==> config.mk <==
export PLATFORM = sky130hd
export DESIGN_NAME = fvcd_front
export DESIGN_NICKNAME = d
export VERILOG_FILES = /design/src/rtl/core/fvcd_pkg.sv /design/src/rtl/core/fvcd_front.sv
export SDC_FILE = /design/constraint.sdc
export NUM_CORES = 1
export LEC_CHECK = 0
export BUFFER_PORTS_ARGS = -buffer_cell sky130_fd_sc_hd__buf_4
export CAP_MARGIN = 0
export CORE_AREA = 3 3 108 110
export DETAILED_ROUTE_END_ITERATION = 16
export DIE_AREA = 0 0 111 113
export GPL_ROUTABILITY_DRIVEN = 0
export GPL_TIMING_DRIVEN = 0
export PLACE_DENSITY = 0.61
export SKIP_LAST_GASP = 1
export SYNTH_ARGS = -nofsm -noshare
export SYNTH_HDL_FRONTEND = slang
export SYNTH_SLANG_ARGS = --single-unit
export TNS_END_PERCENT = 20
==> constraint.sdc <==
create_clock -name clk_i -period 6.6 [get_ports clk_i]
set_input_delay 1.32 -clock clk_i [delete_from_list [all_inputs] [get_ports clk_i]]
set_output_delay 1.32 -clock clk_i [all_outputs]
set_load 0.005 [all_outputs]
==> src/rtl/core/fvcd_pkg.sv <==
// Shared types, constants and saturation helper for the 1D convection-diffusion
// coefficient unit. No dependencies.
package fvcd_pkg;

  localparam int FRAC_BITS_DEF = 16;
  localparam int QUEUE_DEPTH   = 2;
  localparam int CFG_IDX_W     = 3;

  localparam logic        MODE_RST  = 1'b1;
  localparam logic [31:0] BEAST_RST = 32'd0;
  localparam logic [15:0] COUNT_RST = 16'd25;

  typedef enum logic [CFG_IDX_W-1:0] {
    REG_MODE    = 3'd0,
    REG_DENSITY = 3'd1,
    REG_DCOND   = 3'd2,
    REG_BWEST   = 3'd3,
    REG_BEAST   = 3'd4,
    REG_COUNT   = 3'd5
  } reg_idx_e;

  // one classified cell word, as it travels front -> queue -> back
  typedef struct packed {
    logic signed [31:0] vel_west;
    logic signed [31:0] vel_east;
    logic signed [31:0] src_lin;
    logic signed [31:0] src_const;
    logic               first;
    logic               last;
  } item_t;

  typedef struct packed {
    logic               mode;
    logic signed [31:0] density;
    logic signed [31:0] dcond;
    logic signed [31:0] bwest;
    logic signed [31:0] beast;
  } cfg_t;

  typedef struct packed {
    logic signed [31:0] coeff_west;
    logic signed [31:0] coeff_east;
    logic signed [31:0] coeff_centre;
    logic signed [31:0] src_lin;
    logic signed [31:0] src_const;
    logic               saturated;
    logic               last_cell;
  } result_t;

  typedef struct packed {
    logic signed [31:0] val;
    logic               clip;
  } sat_t;

  // clip a wide signed value to 32 bits
  function automatic sat_t sat32(input logic signed [63:0] v);
    sat_t r;
    r.clip = 1'b1;
    if (v > 64'sd2147483647) begin
      r.val = 32'sh7fffffff;
    end else if (v < -64'sd2147483648) begin
      r.val = 32'sh80000000;
    end else begin
      r.val  = v[31:0];
      r.clip = 1'b0;
    end
    return r;
  endfunction

endpackage

==> src/rtl/core/fvcd_front.sv <==
// Front end: accepts cell words, tracks the cell index, tags first/last cells.
// Depends on fvcd_pkg.
module fvcd_front (
  input  logic                clk_i,
  input  logic                rst_ni,
  input  logic                push_i,
  input  logic                q_full_i,
  input  logic signed [31:0]  vel_west_i,
  input  logic signed [31:0]  vel_east_i,
  input  logic signed [31:0]  src_lin_in_i,
  input  logic signed [31:0]  src_const_in_i,
  input  logic [15:0]         cell_count_i,
  output logic                q_push_o,
  output fvcd_pkg::item_t     q_item_o
);
  import fvcd_pkg::*;

  logic [15:0] cell_index_q, cell_index_d;
  logic [15:0] cnt;
  logic        is_first, is_last;

  // zero count acts as a single cell; an index past the count closes the grid
  assign cnt      = (cell_count_i == 16'd0) ? 16'd1 : cell_count_i;
  assign is_first = (cell_index_q == 16'd0);
  assign is_last  = (cell_index_q >= cnt - 16'd1);

  assign q_push_o = push_i && !q_full_i;

  always_comb begin
    q_item_o.vel_west  = vel_west_i;
    q_item_o.vel_east  = vel_east_i;
    q_item_o.src_lin   = src_lin_in_i;
    q_item_o.src_const = src_const_in_i;
    q_item_o.first     = is_first;
    q_item_o.last      = is_last;
  end

  always_comb begin
    cell_index_d = cell_index_q;
    if (q_push_o) begin
      cell_index_d = is_last ? 16'd0 : cell_index_q + 16'd1;
    end
  end

  always_ff @(posedge clk_i or negedge rst_ni) begin
    if (!rst_ni) begin
      cell_index_q <= 16'd0;
    end else begin
      cell_index_q <= cell_index_d;
    end
  end

endmodule

Word level (Yosys, flattened, before mapping). Cells that the tools add are included.

Equality and inequality tests: 0. Shift-type cells: 0. Order comparisons: 1. Div/mod/pow operators: 0. Reduce and logical (&&, ||, !) cells: 4. $add $sub $neg: 2. Multipliers: 0. Bitwise logic cells: 0. Mux-type cells: 2.

Operators with widths (number): 16-bit logical NOT (2); 16-bit two-way mux (2); 16-bit by 1-bit adder with 16-bit output (second input constant) (1); 16-bit >= comparator (1); 16-bit by 1-bit subtractor with 16-bit output (second input constant) (1); 1-bit logical AND (1); 1-bit logical NOT (1).

Bits of input ports: 148. Word-level logic and storage cells: 10. Bits in latches: 0. Bits in writable memories: 0. Output and inout bits: 131. Flip-flop bits (word level): 16. Memories kept: 0. Memory bits (read-only): 0.

Longest topological paths before layout. Gate-level depths: netlist of run 1.

Word-level depth: 5. Gate-level depth with buffers: 17. Depth with buffers taken out: 17.

Worst setup path before layout of run 1. Ideal clock, no wire load.

Kind: input port to output port. From: input port cell_count_i[6]. To: output port q_item_o[0] (netlist name). Data required time: 5.280 ns. Buffers on the path: 1. Setup slack: 0.487 ns. Arrival time: 4.793 ns. Cell stages on the path: 16. Cell sequence: or4_4 -> or3_4 -> or3_4 -> nor4_1 -> nor2_1 -> ha_1 -> nand2b_1 -> nor4_1 -> xnor2_1 -> ha_1 -> a21o_1 -> a211oi_1 -> o21ai_0 -> a21oi_2 -> inv_1 -> buf_4.

Cells in the longest elaborated chain, start to end: 4.

Ends and longest elaborated chain: start, declared (line fvcd_front.sv:12) `input logic [15:0] cell_count_i,`; 16-bit logical NOT (line fvcd_front.sv:23) `assign cnt = (cell_count_i == 16'd0) ? 16'd1 : cell_count_i;`; 16-bit two-way mux * (line fvcd_front.sv:23); 16-bit by 1-bit subtractor with 16-bit output * (line fvcd_front.sv:25) `assign is_last = (cell_index_q >= cnt - 16'd1);`; 16-bit >= comparator * (line fvcd_front.sv:25); end, declared (line fvcd_front.sv:14) `output fvcd_pkg::item_t q_item_o`.

Every way passes the cells marked *; elsewhere a longest branch is shown, timed or not.

Final worst setup path of run 1. Same ends and word-level chain as after synthesis.

==> impl_results.md, run 1 <==
- Final setup viols: 0
- Commonest cells post-synth: buf_4, ha_1, dfrtp_1, nand2_1
- Fmax: 157.6 MHz
- Hold path depth: 1
- Critical path capture point type: output pin
- Hold crit path type: reg -> reg
- Count leader, synth: buf_4
- Via count: around 2500
- Ys Warns: 0
- # H-tree levels: 1
- Fill cells: 1108
- CTS tree: yes
- Pre-CTS setup slack: -195.6 ps
- Drt initial violations: 50
- Number of cell rows: 38
- Min setup slack post-route: 253.7 ps
- Max_slew headroom: 58.76%
- Status: finished clean
- Most area-consuming cells after synthesis: buf_4, dfrtp_1, ha_1, xnor2_1, nand3_1
- Die X: 111 um
- Critical path required time: between 5000 and 6000 ps
- Post-route DRC: 0
- Worst-margin pin slew: about 600 ps
- Sequential fraction of the synthesis area: ~16%
- Worst skew pair latency: 260 ps
- CTS sink count: 16
- Critical path data arrival time: 5030 ps
- Final wirelength: 7.214 mm
- Initial antenna violation count: 0
- GRT Overall Usage: about a tenth
- Nets: 627
- Initial core utilization: 22.83%
- Max VDD drop: 0.00006350 V
- Slowest CP cell: or4_4
- IO Count: 279
- Fin crit share: 96.16%
- Area leader, netlist: buf_4
- Post-DR vias/cell: 4.120
- FF-to-FF path depth: 10
- Leakage: 0.001999 uW
- CP Max Fanout: 8
- Unrepaired setup endpoints after global routing: no
- Post-synth net total: 471
- Post-synth cell types: 33
- WL/cell: 12.04 um
- Max clock buf depth: 2
- Biggest register: cell_index_q
- Biggest regs: cell_index_q x16
- Most used DFF post-synth: dfrtp_1
- Async S/R FF share, synth: 100.0%
- Vias in the first global route: about 2400
- Global-route wire length before repair: 10.87 mm
- Synth-to-layout area growth: 55.71%
- # Max-Cap Violations: 0
- Largest net degree at the start of global routing: 17
- Top-area cell type share of the netlist area: 39.61%
- 1st-pass router iterations: 4
- Crit Path Class: in -> out
- Flip-flop count of the largest register after layout: 16
- CP dominant cell by count: buf_4
- Slew Limit Fails: 0
- Clk root buf: clkbuf_8
- Worst-path cell chain: buf_4, or4_4, or3_4, or3_4, nor4_2, nor2_1, ha_1, nand2b_2, nor4_1, xnor2_1, ha_1, a21o_1, a211oi_1, o21ai_0, a21oi_2, inv_1, buf_4, buf_4
- Hold Vio Cnt, Final: 0
- Die height: roughly 110 um
- Synth Instances: 304
- N_diodes: 0
- Post-route ant nets: 0
- Share of cells above drive strength 1: 64.27%
- Post-synth design cell area: 2464 um2
- Fin util: between 30% and 40%
- Yosys reg bits: 16
- Grt ovf: 0
- Core ar.: between 10000 and 15000 um2
- PD cells: 115.9 nW/um2
- Syn_area_per_cell: 8.104 um2
- Critical Path Source Type: primary input
- Design area: around 3800 um2
- Placed Instance Area: between 3000 and 4000 um2
- Max incr delay on CP: 530 ps
- Clock Skew: 2.856 ps
- Minimum clock period: 6346 ps
- Die area: about 13000 um2
- HPWL after DPL: 6.397 mm
- I/O Buffers: 150
- Number of CTS-inserted buffers: 3
- Post-synth EDFFs: 0
- Reg clk slew, reported paths: 70 ps
## critical path: cells and delay by family
kind / cells / cell delay, ps
compound gates: 4 / 720
buf+inv: 4 / 560
fa+ha+maj: 2 / 520
simple gates: 7 / 1790
xor+xnor: 1 / 120
## kinds of logic after synthesis
kind of cell,synth area share (%)
xor+xnor,5.332
buf+inv,40.88
compound gates,10.67
fa+ha+maj,9.650
simple gates,17.22
flops,16.25
## cell type report
type | instances | area (um2) | share of cell area, %
timing repair buffer | 151 | 1134 | 29.55
tap | 140 | 175.2 | 4.566
inverter | 5 | 18.77 | 0.4892
buffer | 133 | 988.4 | 25.77
clock buffer | 4 | 55.05 | 1.435
multi-input combinational | 150 | 1065 | 27.76
sequential | 16 | 400.4 | 10.44
## final timing paths
check | startpoint | end | slack, ps
worst max-delay path | cell_count_i[6] | q_item_o[0] | 250
worst min-delay path | cell_index_q[0] | cell_index_q[0] | 550
worst max register to register | cell_index_q[0] | cell_index_q[11] | 3980
worst min register to register | cell_index_q[0] | cell_index_q[0] | 550
max in group asynchronous | rst_ni | cell_index_q[5] | 5500
min in group asynchronous | rst_ni | cell_index_q[8] | 910
## per-layer routing
metal  track usage [%]  part of all wire, %  vias to the layer above
met1             10.24                   33                     1091
met3             3.316                   10                        4
met4             2.874                 0.94                        0
met5                 0                    0                        -
li1                  -                    -                     1222
met2             20.51                   56                      151
## what timing repair did
item	CTS	global route
pin swaps	1	0
gates cloned	0	0
gates resized for setup	0	2
setup endpoints to repair	1	1
hold buffers	0	0
hold endpoints to repair	0	0
setup buffers	1	0
## where the power goes
part           total (uW)  switching [uW]  leakage (uW)  internal (uW)
clock                90.4            37.3     0.0000288           53.1
combinational         221            76.9       0.00178            144
sequential            133            22.1      0.000190            111
## cell usage in the layout, fill, tap and decap left out, drive strengths merged, types with 3 or more instances in the layout
cell,netlist,routed
a21oi,5,5
and3,4,4
buf,131,282
clkbuf,2,6
dfrtp,16,16
ha,19,19
inv,5,5
nand2,14,14
nand2b,8,8
nand3,13,13
nand4,3,3
nor2,9,9
nor3,13,13
nor4,5,5
o21a,3,3
o21ai,13,13
o2bb2ai,6,6
o311ai,5,5
or3,5,5
xnor2,11,11
xor2,4,4
## metrics by stage
step	power (uW)	hold slack (ps)	instances	setup TNS [ps]
after detailed placement	357.4	544.3	594	-195.6
after CTS	447.8	556.0	599	0
after global routing	478.5	587.9	599	0
final	444.6	554.0	599	0
after global placement	350.5	534.0	594	-200.4
after floorplan	256.3	500.0	304	0
Note: power is estimated with default switching activity, not from simulation.
==> run 2: changes to the inputs <==
CELL_PAD_IN_SITES_DETAIL_PLACEMENT = 1   (was unset)
CELL_PAD_IN_SITES_GLOBAL_PLACEMENT = 2   (was unset)
CORE_AREA = unset   (was 3 3 108 110)
CORE_MARGIN = 3   (was unset)
CORE_UTILIZATION = 16   (was unset)
DIE_AREA = unset   (was 0 0 111 113)
PLACE_DENSITY = 0.86   (was 0.61)
==> run 2 against run 1 <==
  * Die area up 35%
  * Hold slack better by 4.7 ps
  * Critical path depth unchanged
  * Maximum frequency down 0.38%
  * Final cell count up 7.3%
  * Clock power up 47%
  * Final area up 2.4%
  * Power up 11%
  * Critical endpoint unchanged
==> impl_results.md, run 2 (synthesized netlist as in run 1, its figures left out) <==
- Status: finished clean
- R2R setup slack: 3880 ps (-100 ps)
- GRT busiest layer: met2
- Worst skew pair latency: 250 ps (about the same)
- Most common cell after layout, fill and taps aside: buf_4
- Clock Skew: 3.358 ps (+0.5018 ps)
- Worst-path cell chain: buf_4, or4_4, or3_4, or3_4, nor4_2, nor2_1, ha_1, nand2b_4, nor4_1, xnor2_1, ha_1, a21o_1, a211oi_1, o21ai_1, a21oi_2, inv_2, buf_4, buf_4
- Fin util: 26.54% (-9.0 points)
- Max VDD drop: 0.00006936 V (+9.2%)
- Reg clk slew, reported paths: 50 ps (-20 ps)
- CP Buf/Inv Count: 4 (unchanged)
- Final wirelength: 7.812 mm (+8.3%)
- Vias in the first global route: 2481 (+2.4%)
- PD cells: 125.0 nW/um2 (+7.9%)
- GRT Overall Usage: 7.765% (-2.6 points)
- Routing usage on met2: 15.84% (-4.7 points)
- Via count: 2508 (+1.6%)
- Largest net degree at the start of global routing: 17 (unchanged)
- Nets: 627 (unchanged)
- Grt ovf: 0 (unchanged)
- Clk root buf: clkbuf_16
- Initial core utilization: 16.64% (-6.2 points)
- CP dominant cell by count: buf_4
- N_diodes: 0 (unchanged)
- Hold Vio Cnt, Final: 0 (unchanged)
- Commonest non-fill, non-tap cells in the layout: buf_4, ha_1, dfrtp_1
- Final setup viols: 0 (unchanged)
- Number of cell rows: 44 (+16%)
- Post-route DRC: 0 (unchanged)
- Hold crit path type: reg -> reg
- CTS tree: yes
- Max clock buf depth: 2 (unchanged)
- Drt initial violations: 49 (-2.0%)
- Worst R2R Start: cell_index_q[0]
- Worst reg2reg endpoint: cell_index_q[11]
- Unrepaired setup endpoints after global routing: no
- Post-route ant nets: 0 (unchanged)
- Critical Path Source Type: primary input
- FF-to-FF path depth: 10 (unchanged)
- Hold path depth: 1 (unchanged)
- Biggest register: cell_index_q
- Crit Path Class: in -> out
- Initial antenna violation count: 0 (unchanged)
- Die area: 16920 um2 (+35%)
- Fmax: 157.0 MHz (-0.38%)
- Worst-margin pin slew: 562.2 ps (-51.69 ps)
- Setup total negative slack: 0 ps (unchanged)
- Total power: 491.3 uW (+11%)
- Critical path data arrival time: 5050 ps (+20 ps)
- HPWL after DPL: 6.918 mm (+8.1%)
- IO Count: 279 (unchanged)
- Post-DR vias/cell: 3.900 (-5.3%)
- 1st-pass router iterations: 4 (unchanged)
- # Max-Cap Violations: 0 (unchanged)
- Met3 GRT Util: 1.064% (-2.3 points)
- Fill cells: 1754 (+58%)
- Die height: 130.1 um (+15%)
- CP top delay family: simple AND/OR/NAND/NOR gates
- I/O Buffers: 150 (unchanged)
- Number of CTS-inserted buffers: 3 (unchanged)
- Max incr delay on CP: 530 ps (about the same)
- Synth-to-layout area growth: 59.52%
- Met1 GRT Util: 8.123% (-2.1 points)
- Core ar.: 14810 um2 (+37%)
- Die X: 130.1 um (+17%)
- Biggest regs: cell_index_q x16
- Flip-flop count of the largest register after layout: 16 (unchanged)
- CTS sink count: 16 (unchanged)
- # H-tree levels: 1 (unchanged)
- Max_slew headroom: 62.23% (+3.5 points)
- Global-route wire length before repair: 10.94 mm (+0.63%)
- Critical path required time: 5280 ps (about the same)
- Leakage: 0.002017 uW (+0.94%)
- Hold Slack: 558.7 ps (+4.712 ps)
- Minimum clock period: 6371 ps (+24.28 ps)
- Slew Limit Fails: 0 (unchanged)
- Fin crit share: 96.52% (+0.37 points)
- WL/cell: 12.15 um (+0.88%)
- Hold_sp: cell_index_q[0]
- Critical path capture point type: output pin
- Hold Buf Count CTS: 0 (unchanged)
- CP Max Fanout: 8 (unchanged)
- Share of cells above drive strength 1: 64.49% (+0.22 points)
- Slowest CP cell: or4_4
- Hold EP: cell_index_q[0]
## run 2: cell counts in the layout (fill, tap and decap cells not counted)
Identical to the previous run, type by type.
## run 2: per-layer routing
layer	share of wire, %	vias up
li1	-	1225
met5	0	-
met3	8.2	4
met4	0.93	0
met1	33	1134
met2	58	145
## run 2: worst max path at each step
stage               startpoint  slack, ps          end  cells after the start
6_report       cell_count_i[6]        230  q_item_o[0]                     18
4_1_cts        cell_count_i[6]        100  q_item_o[0]                     18
3_3_place_gp   cell_count_i[6]       -250  q_item_o[0]                     18
5_1_grt        cell_count_i[6]        0.9  q_item_o[0]                     18
2_1_floorplan  cell_count_i[6]        490  q_item_o[0]                     16
3_5_place_dp   cell_count_i[6]       -320  q_item_o[0]                     18
## run 2: cell type report
cell class	count	area (um2)	area share, %
repair buffers	151	1134	28.84
multi-input cells	150	1070	27.22
plain buffers	133	988.4	25.15
flip-flops and latches	16	400.4	10.19
well taps	184	230.2	5.858
clock buffers	4	88.84	2.260
inverters	5	18.77	0.4776
## run 2: through the flow
stage | setup slack, ps | std cells | instance area [um2]
2_1_floorplan | 487.1 | 304 | 2464
3_3_place_gp | -251.5 | 638 | 3820
3_5_place_dp | -321.7 | 638 | 3820
4_1_cts | 98.27 | 643 | 3924
5_1_grt | 0.8531 | 643 | 3930
6_report | 229.4 | 643 | 3930
## run 2: worst reg2reg max path: stages (launching register included)
cell	delay [ps]
dfrtp_1	390
inv_1	90
ha_1	290
nand2b_1	140
a2111oi_0	420
o21ai_1	160
a21oi_2	230
buf_4	200
nand2_1	90
buf_2	200
o311ai_0	380
## run 2: where the power goes
| part | switching (uW) | internal, uW | total [uW] |
|---|---|---|---|
| clock network | 40.5 | 92.2 | 133 |
| registers | 22.1 | 111 | 134 |
| logic | 80.3 | 145 | 225 |
## run 2: repair_timing
item,CTS,global route
endpoints found under the setup margin,1,1
resized for setup,1,3
setup buffers,1,0
pin swaps,1,1
