`src/rtl/core/fvcd_pkg.sv`:
```
// Shared types, constants and saturation helper for the 1D convection-diffusion
// coefficient unit. No dependencies.
package fvcd_pkg;

  localparam int FRAC_BITS_DEF = 16;
  localparam int QUEUE_DEPTH   = 2;
  localparam int CFG_IDX_W     = 3;

  localparam logic        MODE_RST  = 1'b1;
  localparam logic [31:0] BEAST_RST = 32'd0;
  localparam logic [15:0] COUNT_RST = 16'd25;

  typedef enum logic [CFG_IDX_W-1:0] {
    REG_MODE    = 3'd0,
    REG_DENSITY = 3'd1,
    REG_DCOND   = 3'd2,
    REG_BWEST   = 3'd3,
    REG_BEAST   = 3'd4,
    REG_COUNT   = 3'd5
  } reg_idx_e;

  // one classified cell word, as it travels front -> queue -> back
  typedef struct packed {
    logic signed [31:0] vel_west;
    logic signed [31:0] vel_east;
    logic signed [31:0] src_lin;
    logic signed [31:0] src_const;
    logic               first;
    logic               last;
  } item_t;

  typedef struct packed {
    logic               mode;
    logic signed [31:0] density;
    logic signed [31:0] dcond;
    logic signed [31:0] bwest;
    logic signed [31:0] beast;
  } cfg_t;

  typedef struct packed {
    logic signed [31:0] coeff_west;
    logic signed [31:0] coeff_east;
    logic signed [31:0] coeff_centre;
    logic signed [31:0] src_lin;
    logic signed [31:0] src_const;
    logic               saturated;
    logic               last_cell;
  } result_t;

  typedef struct packed {
    logic signed [31:0] val;
    logic               clip;
  } sat_t;

  // clip a wide signed value to 32 bits
  function automatic sat_t sat32(input logic signed [63:0] v);
    sat_t r;
    r.clip = 1'b1;
    if (v > 64'sd2147483647) begin
      r.val = 32'sh7fffffff;
    end else if (v < -64'sd2147483648) begin
      r.val = 32'sh80000000;
    end else begin
      r.val  = v[31:0];
      r.clip = 1'b0;
    end
    return r;
  endfunction

endpackage

```
`src/rtl/core/fvcd_queue.sv`:
```
// Short FIFO of classified cell words between front and back.
// Depends on fvcd_pkg.
module fvcd_queue #(
  parameter int DEPTH = fvcd_pkg::QUEUE_DEPTH
) (
  input  logic             clk_i,
  input  logic             rst_ni,
  input  logic             push_i,
  input  fvcd_pkg::item_t  item_i,
  output logic             full_o,
  input  logic             pop_i,
  output logic             empty_o,
  output fvcd_pkg::item_t  item_o
);
  import fvcd_pkg::*;

  localparam int PTR_W = (DEPTH > 1) ? $clog2(DEPTH) : 1;
  localparam int CNT_W = $clog2(DEPTH + 1);

  item_t              mem_q [DEPTH];
  logic [PTR_W-1:0]   wr_ptr_q, wr_ptr_d, rd_ptr_q, rd_ptr_d;
  logic [CNT_W-1:0]   count_q, count_d;
  logic               do_push, do_pop;

  assign full_o  = (count_q == CNT_W'(DEPTH));
  assign empty_o = (count_q == '0);
  assign do_push = push_i && !full_o;
  assign do_pop  = pop_i && !empty_o;
  assign item_o  = mem_q[rd_ptr_q];

  always_comb begin
    wr_ptr_d = wr_ptr_q;
    rd_ptr_d = rd_ptr_q;
    count_d  = count_q;
    if (do_push) begin
      wr_ptr_d = (wr_ptr_q == PTR_W'(DEPTH - 1)) ? '0 : wr_ptr_q + PTR_W'(1);
    end
    if (do_pop) begin
      rd_ptr_d = (rd_ptr_q == PTR_W'(DEPTH - 1)) ? '0 : rd_ptr_q + PTR_W'(1);
    end
    case ({do_push, do_pop})
      2'b10:   count_d = count_q + CNT_W'(1);
      2'b01:   count_d = count_q - CNT_W'(1);
      default: count_d = count_q;
    endcase
  end

  always_ff @(posedge clk_i or negedge rst_ni) begin
    if (!rst_ni) begin
      wr_ptr_q <= '0;
      rd_ptr_q <= '0;
      count_q  <= '0;
    end else begin
      wr_ptr_q <= wr_ptr_d;
      rd_ptr_q <= rd_ptr_d;
      count_q  <= count_d;
    end
  end

  always_ff @(posedge clk_i) begin
    if (do_push) begin
      mem_q[wr_ptr_q] <= item_i;
    end
  end

endmodule

```
`config.mk`:
```
export PLATFORM = sky130hd
export DESIGN_NAME = fvcd_queue
export DESIGN_NICKNAME = d
export VERILOG_FILES = /design/src/rtl/core/fvcd_pkg.sv /design/src/rtl/core/fvcd_queue.sv
export SDC_FILE = /design/constraint.sdc
export NUM_CORES = 1
export LEC_CHECK = 0
export ABC_AREA = 1
export BUFFER_PORTS_ARGS = -buffer_cell sky130_fd_sc_hd__buf_2
export CORE_MARGIN = 2
export CORE_UTILIZATION = 47
export CTS_CLUSTER_SIZE = 30
export DETAILED_ROUTE_END_ITERATION = 8
export HOLD_SLACK_MARGIN = 0.03
export PLACE_DENSITY = 0.76
export SYNTH_ARGS = -nofsm -noshare
export SYNTH_HDL_FRONTEND = slang
export SYNTH_SLANG_ARGS = --single-unit
export TNS_END_PERCENT = 30
```
`constraint.sdc`:
```
create_clock -name clk_i -period 6.35 [get_ports clk_i]
set_input_delay 0.9525 -clock clk_i [delete_from_list [all_inputs] [get_ports clk_i]]
set_output_delay 0.9525 -clock clk_i [all_outputs]
set_load 0.02 [all_outputs]
```
# After elaboration in Yosys (flattened, before gate mapping)
# Memory sizes are Yosys's and may differ from the RTL's.
# Index checks and enable logic that the tools add are counted.
[totals]
reg_bits = 4
latchBits = 0
ramBits = 260
rom_bits = 0
in_bits = 134
out_inout_bits = 132
n_memories = 1
[mem_list]
columns = ["name", "depth", "word_bits", "rd", "rd_clocked_by_memory_dff", "wr", "line_no", "text"]
rows = [
  ["mem_q", 2, 130, 1, 0, 1, "fvcd_queue.sv:20", "item_t mem_q [DEPTH];"],
]
[classes]
add_sub_neg = 4
mul = 0
n_div = 0
magnitude_cmp = 0
n_eq_ne = 3
n_shift = 0
muxes = 5
n_bitwise = 0
reduce_logical = 6
[op_table]
columns = ["op", "n"]
rows = [
  ["$eq 2x2->1 const B", 2],
  ["$mux 1", 4],
  ["$pmux 2 s2", 1],
  ["$add 1x1->1 const B", 2],
  ["$add 2x1->2 const B", 1],
  ["$eq 2x1->1 const B", 1],
  ["$logic_and 1x1->1", 2],
  ["$logic_not 1->1", 2],
  ["$logic_not 2->1", 1],
  ["$reduce_bool 2->1", 1],
  ["$sub 2x1->2 const B", 1],
]

# Longest topological paths before layout
# Gate-level depths: netlist (run 1).
[logic_depth]
depth_word = 5
ltp_mapped = 10

# Worst setup path before layout (run 1)
# Ideal clock, no wire load.
[synth_path]
path_type = "input port to flip-flop"
startpoint = "input push_i"
endpoint = "memory mem_q[1][0] in the netlist's numbering (enable)"
setup_time_ps = 621
arrival_ps = 6497
setup_slack_ps = -768
cell_stages = 2
cell_sequence = "o21ai_0 > nor2_1"
[synth_via]
elab_chain_cells = 3
[synth_rtl]
columns = ["item", "line_no", "text"]
rows = [
  ["from (decl)", "fvcd_queue.sv:8", "input logic push_i,"],
  ["$logic_and 1x1->1", "fvcd_queue.sv:27", "assign do_push = push_i && !full_o;"],
  ["$mux 1", "fvcd_queue.sv:61", "if (do_push) begin"],
  ["$mux 1 (implied by the code)", "fvcd_queue.sv:62", "mem_q[wr_ptr_q] <= item_i;"],
  ["to (decl)", "fvcd_queue.sv:20", ""],
]
# Every way passes these cells.

==> impl_metrics.json, run 1 <==
{
  "clock-sinks": 264,
  "rsz0062_at_grt": "false",
  "crit_type": "flop to output pin",
  "dp_slack_ns": 2.82,
  "holdBufCountCts": 0,
  "die_h_um": 148,
  "layout_common_cells": "nand2_1 (400), buf_2 (265), edfxtp_1 (260), clkbuf_16 (27), inv_1 (8)",
  "status": "finished clean",
  "synth_nets": 847,
  "timing.final.crit_share": 0.637,
  "setup_viol": 0,
  "grt_max_degree": 96,
  "vias_per_cell": 4.84,
  "pin_count": 266,
  "die_x_um": 148,
  "critPathRequiredTime_ns": 5.40,
  "cap_violations": 0,
  "synth.largest_area_cell": "edfxtp_1",
  "final_hold_viol_count": 0,
  "synth_cell_types": 14,
  "cts_tree": "built",
  "drtIter0Drc": 297,
  "power.total_mw": 6.04,
  "endpoint_kind": "output pin",
  "relSlewSlack": 0.302,
  "fin_skew_ns": 0.0123,
  "routed_wl_mm": 19.4,
  "grt_pass1_vias": 6078,
  "grtUsageMet1": 0.204,
  "post-cts-setup-buffer-count": 0,
  "core_area_um2": 20200,
  "multi_input_area_um2": 1560,
  "htreeDepth": 1,
  "finalInstanceArea_um2": 12100,
  "regArea_um2": 7910,
  "first_pass_iters": 5,
  "peakVddDrop_mv": 0.308,
  "drive_gt1_frac": 0.309,
  "dieArea_um2": 21800,
  "holdWs_ns": 0.228,
  "ys_ff_latch": 264,
  "gr-usage-met3": 0.0451,
  "final_common_cell": "nand2_1",
  "yosysTopAreaCellShare": 0.804,
  "leakagePower_nw": 5.22,
  "grtUsageMet2": 0.303,
  "finalMaxSlewViolations": 0,
  "final_cells": 1271,
  "syn_inst": 712,
  "nNetsFinal": 1117,
  "grt_first_pass_wirelength_mm": 29.7,
  "setup_ws_ns": 2.31,
  "clkLatencyLatePin_ns": 0.52,
  "cts_root_buf": "clkbuf_16",
  "cp_max_fo": 95,
  "cts_buffers": 27,
  "synth.top_cells.by_area": "edfxtp_1 (80%), nand2_1 (15%), buf_6 (1.2%)",
  "utilization": 0.596,
  "power_density_nw_per_um2": 501,
  "dpl_cell_area_um2": 11200,
  "rows": 52,
  "yosysSeqAreaShare": 0.814,
  "worst_pin_slew_ns": 1.05,
  "fin_tns_setup_ns": 0,
  "netlist_area_um2": 9720,
  "place_hpwl_mm": 11.9,
  "fin_crit_ns": 4.04,
  "num-fill-cells": 1601,
  "grt_usage": 0.172,
  "grt_remaining_overflow": 0,
  "placed_cells": 1223,
  "yosysWarnings": 0,
  "antenna_found_initial": 2,
  "wire_per_inst_um": 15.2,
  "worstSetupStartpointType": "flop",
  "avgSynthCellArea_um2": 13.6,
  "top_usage_layer": "met2",
  "area_growth_pct": 24.1,
  "ant_nets": 0,
  "clk_path_buf_depth": 3,
  "place_congestion": 0.751,
  "start_util": 0.480,
  "cts.reportedPaths.clkPinSlew_ns": 0.06,
  "hold_path.class": "input pin to async pin",
  "cts-resized-gates": 0,
  "drc": 0,
  "io_buffers": 265,
  "arrival_ns": 3.09,
  "vias": 6149,
  "max_freq_mhz": 247
}
## cell families (layout without fill, tap and decap cells)
logic type | Yosys count | count (layout) | synth area share
adders and majority gates | 1 | 1 | 0.00129
AOI/OAI and AO/OA | 1 | 1 | 0.000515
and+or+nand+nor | 406 | 406 | 0.157
buffers and inverters | 39 | 326 | 0.0260
other | 0 | 2 | 0
DFF | 264 | 264 | 0.814
xor gates and xnor gates | 1 | 1 | 0.000902
## worst paths after layout
kind	start	end	slack, ns	depth (start not counted)
setup / recovery	rd_ptr_q	item_o[122]	2.31	5
hold / removal	rst_ni	rd_ptr_q	0.23	1
setup reg to reg	count_q[1]	mem_q[0][9]	3.81	6
hold reg to reg	wr_ptr_q	wr_ptr_q	0.48	2
max in group asynchronous	rst_ni	rd_ptr_q	5.99	1
min in group clk_i	wr_ptr_q	wr_ptr_q	0.48	2
## power breakdown
part | switching, mW | total (mW) | internal (mW)
clock network | 0.606 | 1.50 | 0.895
logic | 1.47 | 2.01 | 0.547
registers | 0.146 | 2.53 | 2.38
## state kept, by name, summed over array words and instances (netlist names)
| signal | cells |
|---|---|
| count_q | 2 |
| rd_ptr_q | 1 |
| wr_ptr_q | 1 |
| mem_q | 260 |
## layout make-up
type                       count  area share
tap                          270      0.0280
clock buffer                  32      0.0576
inverter                      10     0.00373
sequential                   264       0.656
clock inverter                14      0.0117
antenna                        2    0.000415
multi-input combinational    409       0.130
timing repair buffer         270       0.113
## worst max-delay path, stage by stage, from the launching register on
cell     delay (ns)
dfrtp_4        0.74
inv_4          0.79
buf_4          0.51
nand2_1        0.10
nand2_1        0.11
buf_2          0.17
## Yosys cell counts
| master | instances |
|---|---|
| buf_2 | 17 |
| buf_4 | 2 |
| buf_6 | 10 |
| dfrtp_1 | 4 |
| edfxtp_1 | 260 |
| ha_1 | 1 |
| inv_1 | 9 |
| inv_4 | 1 |
| nand2_1 | 400 |
| nand3_1 | 3 |
| nand4_1 | 1 |
| nor2_1 | 2 |
| o21ai_0 | 1 |
| xnor2_1 | 1 |
## layer usage
layer  part of all wire  wire length [µm]
met5                  0                 0
met4              0.032               618
met3              0.090              1740
met2               0.50              9680
met1               0.38              7330
(Power assumes the default switching activity.)
==> run 2, diff against run 1 <==
Settings changed: ABC_AREA 1 to 0, CORE_UTILIZATION 47 to 50.
Clock period 6.35 ns to 4.01 ns, I/O delays scaled along.
==> impl_metrics.json, run 2 <==
{
  "syn_inst": 423,
  "post-cts-setup-buffer-count": 0,
  "vias_per_cell": 4.97,
  "gr-usage-met3": 0.0638,
  "die_h_um": 145,
  "drc": 0,
  "cts_root_buf": "clkbuf_16",
  "largest-register": "mem_q",
  "crit_type": "flop to output pin",
  "clk_path_buf_depth": 3,
  "async_flop_share": 0.0152,
  "nNetsFinal": 842,
  "fin_crit_ns": 2.89,
  "place_hpwl_mm": 12.3,
  "leakagePower_nw": 4.89,
  "clock-sinks": 264,
  "yosysSeqAreaShare": 0.795,
  "reg.largest.list": "mem_q x260, count_q x2",
  "drtIter0Drc": 178,
  "wire_per_inst_um": 18.6,
  "drive_gt1_frac": 0.602,
  "critPathRequiredTime_ns": 3.41,
  "io_buffers": 265,
  "avgSynthCellArea_um2": 23.5,
  "worst_pin_slew_ns": 0.964,
  "cts-resized-gates": 0,
  "htreeDepth": 1,
  "max_freq_mhz": 346,
  "cts_tree": "built",
  "pin_count": 266,
  "grt_max_degree": 85,
  "vias": 4933,
  "cts.reportedPaths.clkPinSlew_ns": 0.06,
  "rsz0062_at_grt": "false",
  "dieArea_um2": 21000,
  "startpoint": "rd_ptr_q",
  "min-delay-start": "item_i[80]",
  "ys_ff_latch": 264,
  "die_x_um": 145,
  "grt_pass1_vias": 5109,
  "layout_common_cells": "buf_2 (265), edfxtp_1 (260), mux2_4 (90), mux2_2 (40), clkbuf_16 (27)",
  "final_hold_viol_count": 0,
  "hold_path.class": "input pin to flop",
  "status": "finished clean",
  "place_congestion": 0.770,
  "final_common_cell": "buf_2",
  "worstSetupStartpointType": "flop",
  "synth_cell_types": 16,
  "synth_nets": 558,
  "timing.final.crit_share": 0.722,
  "dp_slack_ns": 1.64,
  "fin_skew_ns": 0.00582,
  "relSlewSlack": 0.357,
  "synth_common_cells": "edfxtp_1 (260), mux2_4 (90), mux2_2 (40)",
  "grt_remaining_overflow": 0,
  "setup_ws_ns": 1.12,
  "power_density_nw_per_um2": 777,
  "area_growth_pct": 24.5,
  "peakVddDrop_mv": 0.483,
  "routed_wl_mm": 18.5,
  "rows": 51,
  "top_usage_layer": "met2",
  "grtUsageMet2": 0.281,
  "setup_viol": 0,
  "ant_nets": 0,
  "start_util": 0.510,
  "grt_usage": 0.170,
  "first_pass_iters": 4,
  "synth.top_cells.by_area": "edfxtp_1 (78%), mux2_4 (14%), mux2_2 (4.5%)",
  "cap_violations": 0,
  "core_area_um2": 19500,
  "cts_buffers": 26,
  "grtUsageMet1": 0.213,
  "yosysMostFrequentCell": "edfxtp_1",
  "yosysTopAreaCellShare": 0.785,
  "cp_max_fo": 52,
  "endpoint_kind": "output pin",
  "antenna_found_initial": 4,
  "regToRegStartpoint": "count_q[0]",
  "clkLatencyLatePin_ns": 0.51,
  "fin_tns_setup_ns": 0,
  "synth.largest_area_cell": "edfxtp_1",
  "power.total_mw": 9.63,
  "largest_reg_flops": 260,
  "finalMaxSlewViolations": 0,
  "grt_first_pass_wirelength_mm": 28.1,
  "arrival_ns": 2.29,
  "yosysWarnings": 0,
  "synth-edff-count": 260,
  "holdWs_ns": 0.276,
  "synthFlopType": "edfxtp_1",
  "netlist_area_um2": 9950,
  "holdBufCountCts": 1,
  "utilization": 0.635
}
==> run 2: changes by cell type after synthesis, sizes merged, moves of 2 or more <==
cell / before / now
nand2: 400 / 1
buf: 29 / 15
xor2: 0 / 2
nand3: 3 / 0
xnor2: 1 / 3
mux2: 0 / 130
inv: 10 / 1
==> run 2: power by group <==
part | internal [mW] | leakage (nW) | switching, mW | total (mW)
clock network | 1.41 | 0.405 | 0.945 | 2.36
registers | 3.78 | 2.46 | 0.178 | 3.96
logic | 1.39 | 2.03 | 1.92 | 3.31
total | 6.59 | 4.89 | 3.04 | 9.63
==> run 2: final timing paths <==
check                                to  depth (start not counted)  slack [ns]
setup / recovery            item_o[104]                          3        1.12
hold / removal             mem_q[1][80]                          1        0.28
setup reg to reg           mem_q[1][56]                          3        1.85
hold reg to reg              count_q[1]                          1        0.52
max in group asynchronous      rd_ptr_q                          2        3.42
min in group asynchronous      rd_ptr_q                          2        0.44
==> run 2: stage by stage <==
step / instance area (µm²) / instances
finish: 12400 / 993
CTS: 12400 / 991
floorplan: 9960 / 423
global placement: 11500 / 943
global route: 12400 / 992
detailed placement: 11500 / 943
==> run 2: critical path: stages, from the launching register on <==
cell	delay, ns
dfrtp_4	0.52
buf_4	0.63
mux2_2	0.42
buf_2	0.16
==> run 2: final cells by class <==
class                      instances  area [µm²]
clock buffer                      32         694
timing repair buffer             271        1400
clock inverter                    15         143
inverter                           1        3.75
tap                              265         332
fill                            1418        7130
sequential                       264        7910
multi-input combinational        143        1900
antenna                            2        5.00
==> run 2: cell families (layout without fill, tap and decap cells) <==
group                    after synthesis  after routing  synth area share
XOR/XNOR                               5              5           0.00440
flip-flops                           264            264             0.795
multiplexers                         130            130             0.181
buffers and inverters                 16            319            0.0152
AND/OR/NAND/NOR                        7              7           0.00340
adder cells (fa/ha/maj)                1              1           0.00126
other                                  0              2                 0
==> run 2: routing by layer <==
| metal | part of all wire | vias to the layer above |
|---|---|---|
| met5 | 0.0015 | - |
| met3 | 0.099 | 25 |
| met4 | 0.015 | 4 |
| met2 | 0.48 | 229 |
| li1 | - | 2252 |
| met1 | 0.40 | 2423 |
==> run 3, diff against run 2 <==
Clock period 4.01 ns to 2.8 ns, I/O delays scaled along.
==> impl_metrics.json, run 3 (same netlist as run 2, synthesis figures left out) <==
{
  "antenna_found_initial": 2,
  "layout_common_cells": "buf_2 (265), edfxtp_1 (260), mux2_4 (90), mux2_2 (40), clkbuf_16 (27)",
  "worstSetupStartpointType": "flop",
  "grt_first_pass_wirelength_mm": 28.1,
  "dieArea_um2": 21000,
  "first_pass_iters": 4,
  "largest_reg_flops": 260,
  "clk_path_buf_depth": 3,
  "num-fill-cells": 1363,
  "core_area_um2": 19500,
  "setup_viol": 0,
  "dpl_cell_area_um2": 11600,
  "grt_remaining_overflow": 0,
  "ant_nets": 0,
  "largest-register": "mem_q",
  "intPower_mw": 9.44,
  "clkLatencyLatePin_ns": 0.51,
  "clock-sinks": 264,
  "cp_top_family": "flip-flops",
  "start_util": 0.510,
  "crit_type": "flop to output pin",
  "cts_tree": "built",
  "fin_crit_ns": 2.55,
  "rows": 51,
  "vias": 4914,
  "timing.final.crit_share": 0.909,
  "max_freq_mhz": 393,
  "placed_cells": 946,
  "nNetsFinal": 845,
  "area_growth_pct": 25.2,
  "final_cells": 992,
  "arrival_ns": 2.13,
  "drc": 0,
  "slowest_stage": "dfrtp_4",
  "finalMaxSlewViolations": 0,
  "grt_pass1_vias": 5409,
  "combPwrFrac": 0.348,
  "peakVddDrop_mv": 0.818,
  "cts_root_buf": "clkbuf_16",
  "p_sw_frac": 0.316,
  "cap_violations": 0,
  "final_hold_viol_count": 0,
  "die_x_um": 145,
  "cpPeakStageDelay_ns": 0.77,
  "io_buffers": 265,
  "place_hpwl_mm": 12.4,
  "routed_wl_mm": 18.3,
  "hold_path.class": "input pin to flop",
  "cts.reportedPaths.clkPinSlew_ns": 0.06,
  "cts_buffers": 26,
  "power.switching_mw": 4.37,
  "drive_gt1_frac": 0.609,
  "htreeDepth": 1,
  "num_antenna_cells": 0,
  "fin_skew_ns": 0.00770,
  "drtIter0Drc": 232,
  "path_buf_inv": 2,
  "seqPwrFrac": 0.416,
  "clkPwrFrac": 0.237,
  "reg.largest.list": "mem_q x260, count_q x2",
  "wire_per_inst_um": 18.5,
  "grt_usage": 0.169,
  "leakagePower_nw": 4.93,
  "grt_max_degree": 72,
  "final_common_cell": "buf_2",
  "rsz0062_at_grt": "false",
  "status": "finished clean",
  "critPathRequiredTime_ns": 2.38,
  "relSlewSlack": 0.465,
  "place_congestion": 0.767,
  "power_density_nw_per_um2": 1110,
  "die_h_um": 145,
  "vias_per_cell": 4.95,
  "cp_max_fo": 36,
  "crit_chain": "buf_12, mux2_2, buf_2",
  "endpoint_kind": "output pin",
  "worst_pin_slew_ns": 0.803,
  "finalInstanceArea_um2": 12500,
  "pin_count": 266
}
==> run 3: cell types whose count changed in the layout (fill, tap and decap cells not counted), moves of 2 or more <==
cell | before | now
diode_2 | 2 | 0
buf_4 | 3 | 1
clkinv_1 | 8 | 6
buf_12 | 2 | 7
==> run 3: metal layers <==
metal | track usage | wire length [µm] | up-vias
met2 | 0.302 | 9380 | 210
li1 | - | - | 2259
met3 | 0.0616 | 1660 | 26
met5 | 0 | 30 | -
met1 | 0.195 | 6980 | 2415
met4 | 0.0397 | 265 | 4
==> run 3: area by class of cell <==
class                           instances  area, µm²  area share
Inverter                                1       3.75    0.000301
Clock buffer                           31        691      0.0554
Tap cell                              265        332      0.0266
Multi-Input combinational cell        143       1920       0.154
Timing Repair Buffer                  274       1480       0.119
Sequential cell                       264       7910       0.635
Clock inverter                         14        119     0.00954
==> run 3: per-stage QoR <==
stage	setup TNS [ns]	worst slack (ns)	power (mW)	hold WS, ns	util
after global routing	0	0.148	14.4	0.0674	0.638
after CTS	0	0.195	14.0	0.0672	0.638
after floorplan	-19.71	-0.152	9.30	0.124	-
after global placement	0	0.784	10.6	0.236	0.596
after detailed placement	0	0.761	10.7	0.237	0.596
final	0	0.253	13.8	0.0928	0.638
==> run 3: power groups by stage <==
stage | sequential (mW) | clock, mW | combinational, mW
global route | 5.83 | 3.51 | 5.08
global placement | 5.78 | 0 | 4.80
finish | 5.74 | 3.27 | 4.80
floorplan | 5.69 | 0 | 3.61
detailed placement | 5.84 | 0 | 4.85
CTS | 5.76 | 3.35 | 4.87
==> run 3: worst paths after layout <==
path	start	endpoint	slack, ns	cells after the start
hold / removal	item_i[111]	mem_q[0][111]	0.09	1
min in group asynchronous	rst_ni	wr_ptr_q	0.27	2
max in group asynchronous	rst_ni	rd_ptr_q	2.38	2
setup / recovery	rd_ptr_q	item_o[126]	0.25	3
setup reg to reg	count_q[0]	mem_q[1][50]	0.96	3
hold reg to reg	count_q[0]	count_q[0]	0.54	1
==> run 3: what timing repair did <==
| item | CTS | global route |
|---|---|---|
| setup buffers | 0 | 0 |
| endpoints found under the hold margin | 4 | 0 |
| hold buffers | 1 | 0 |
| resized for setup | 0 | 0 |
==> run 3: worst register-to-register path: stages, from the launching register on <==
cell and delay, ns:
dfrtp_1 0.41, nand2b_4 0.18, and3_4 0.20, buf_4 0.62
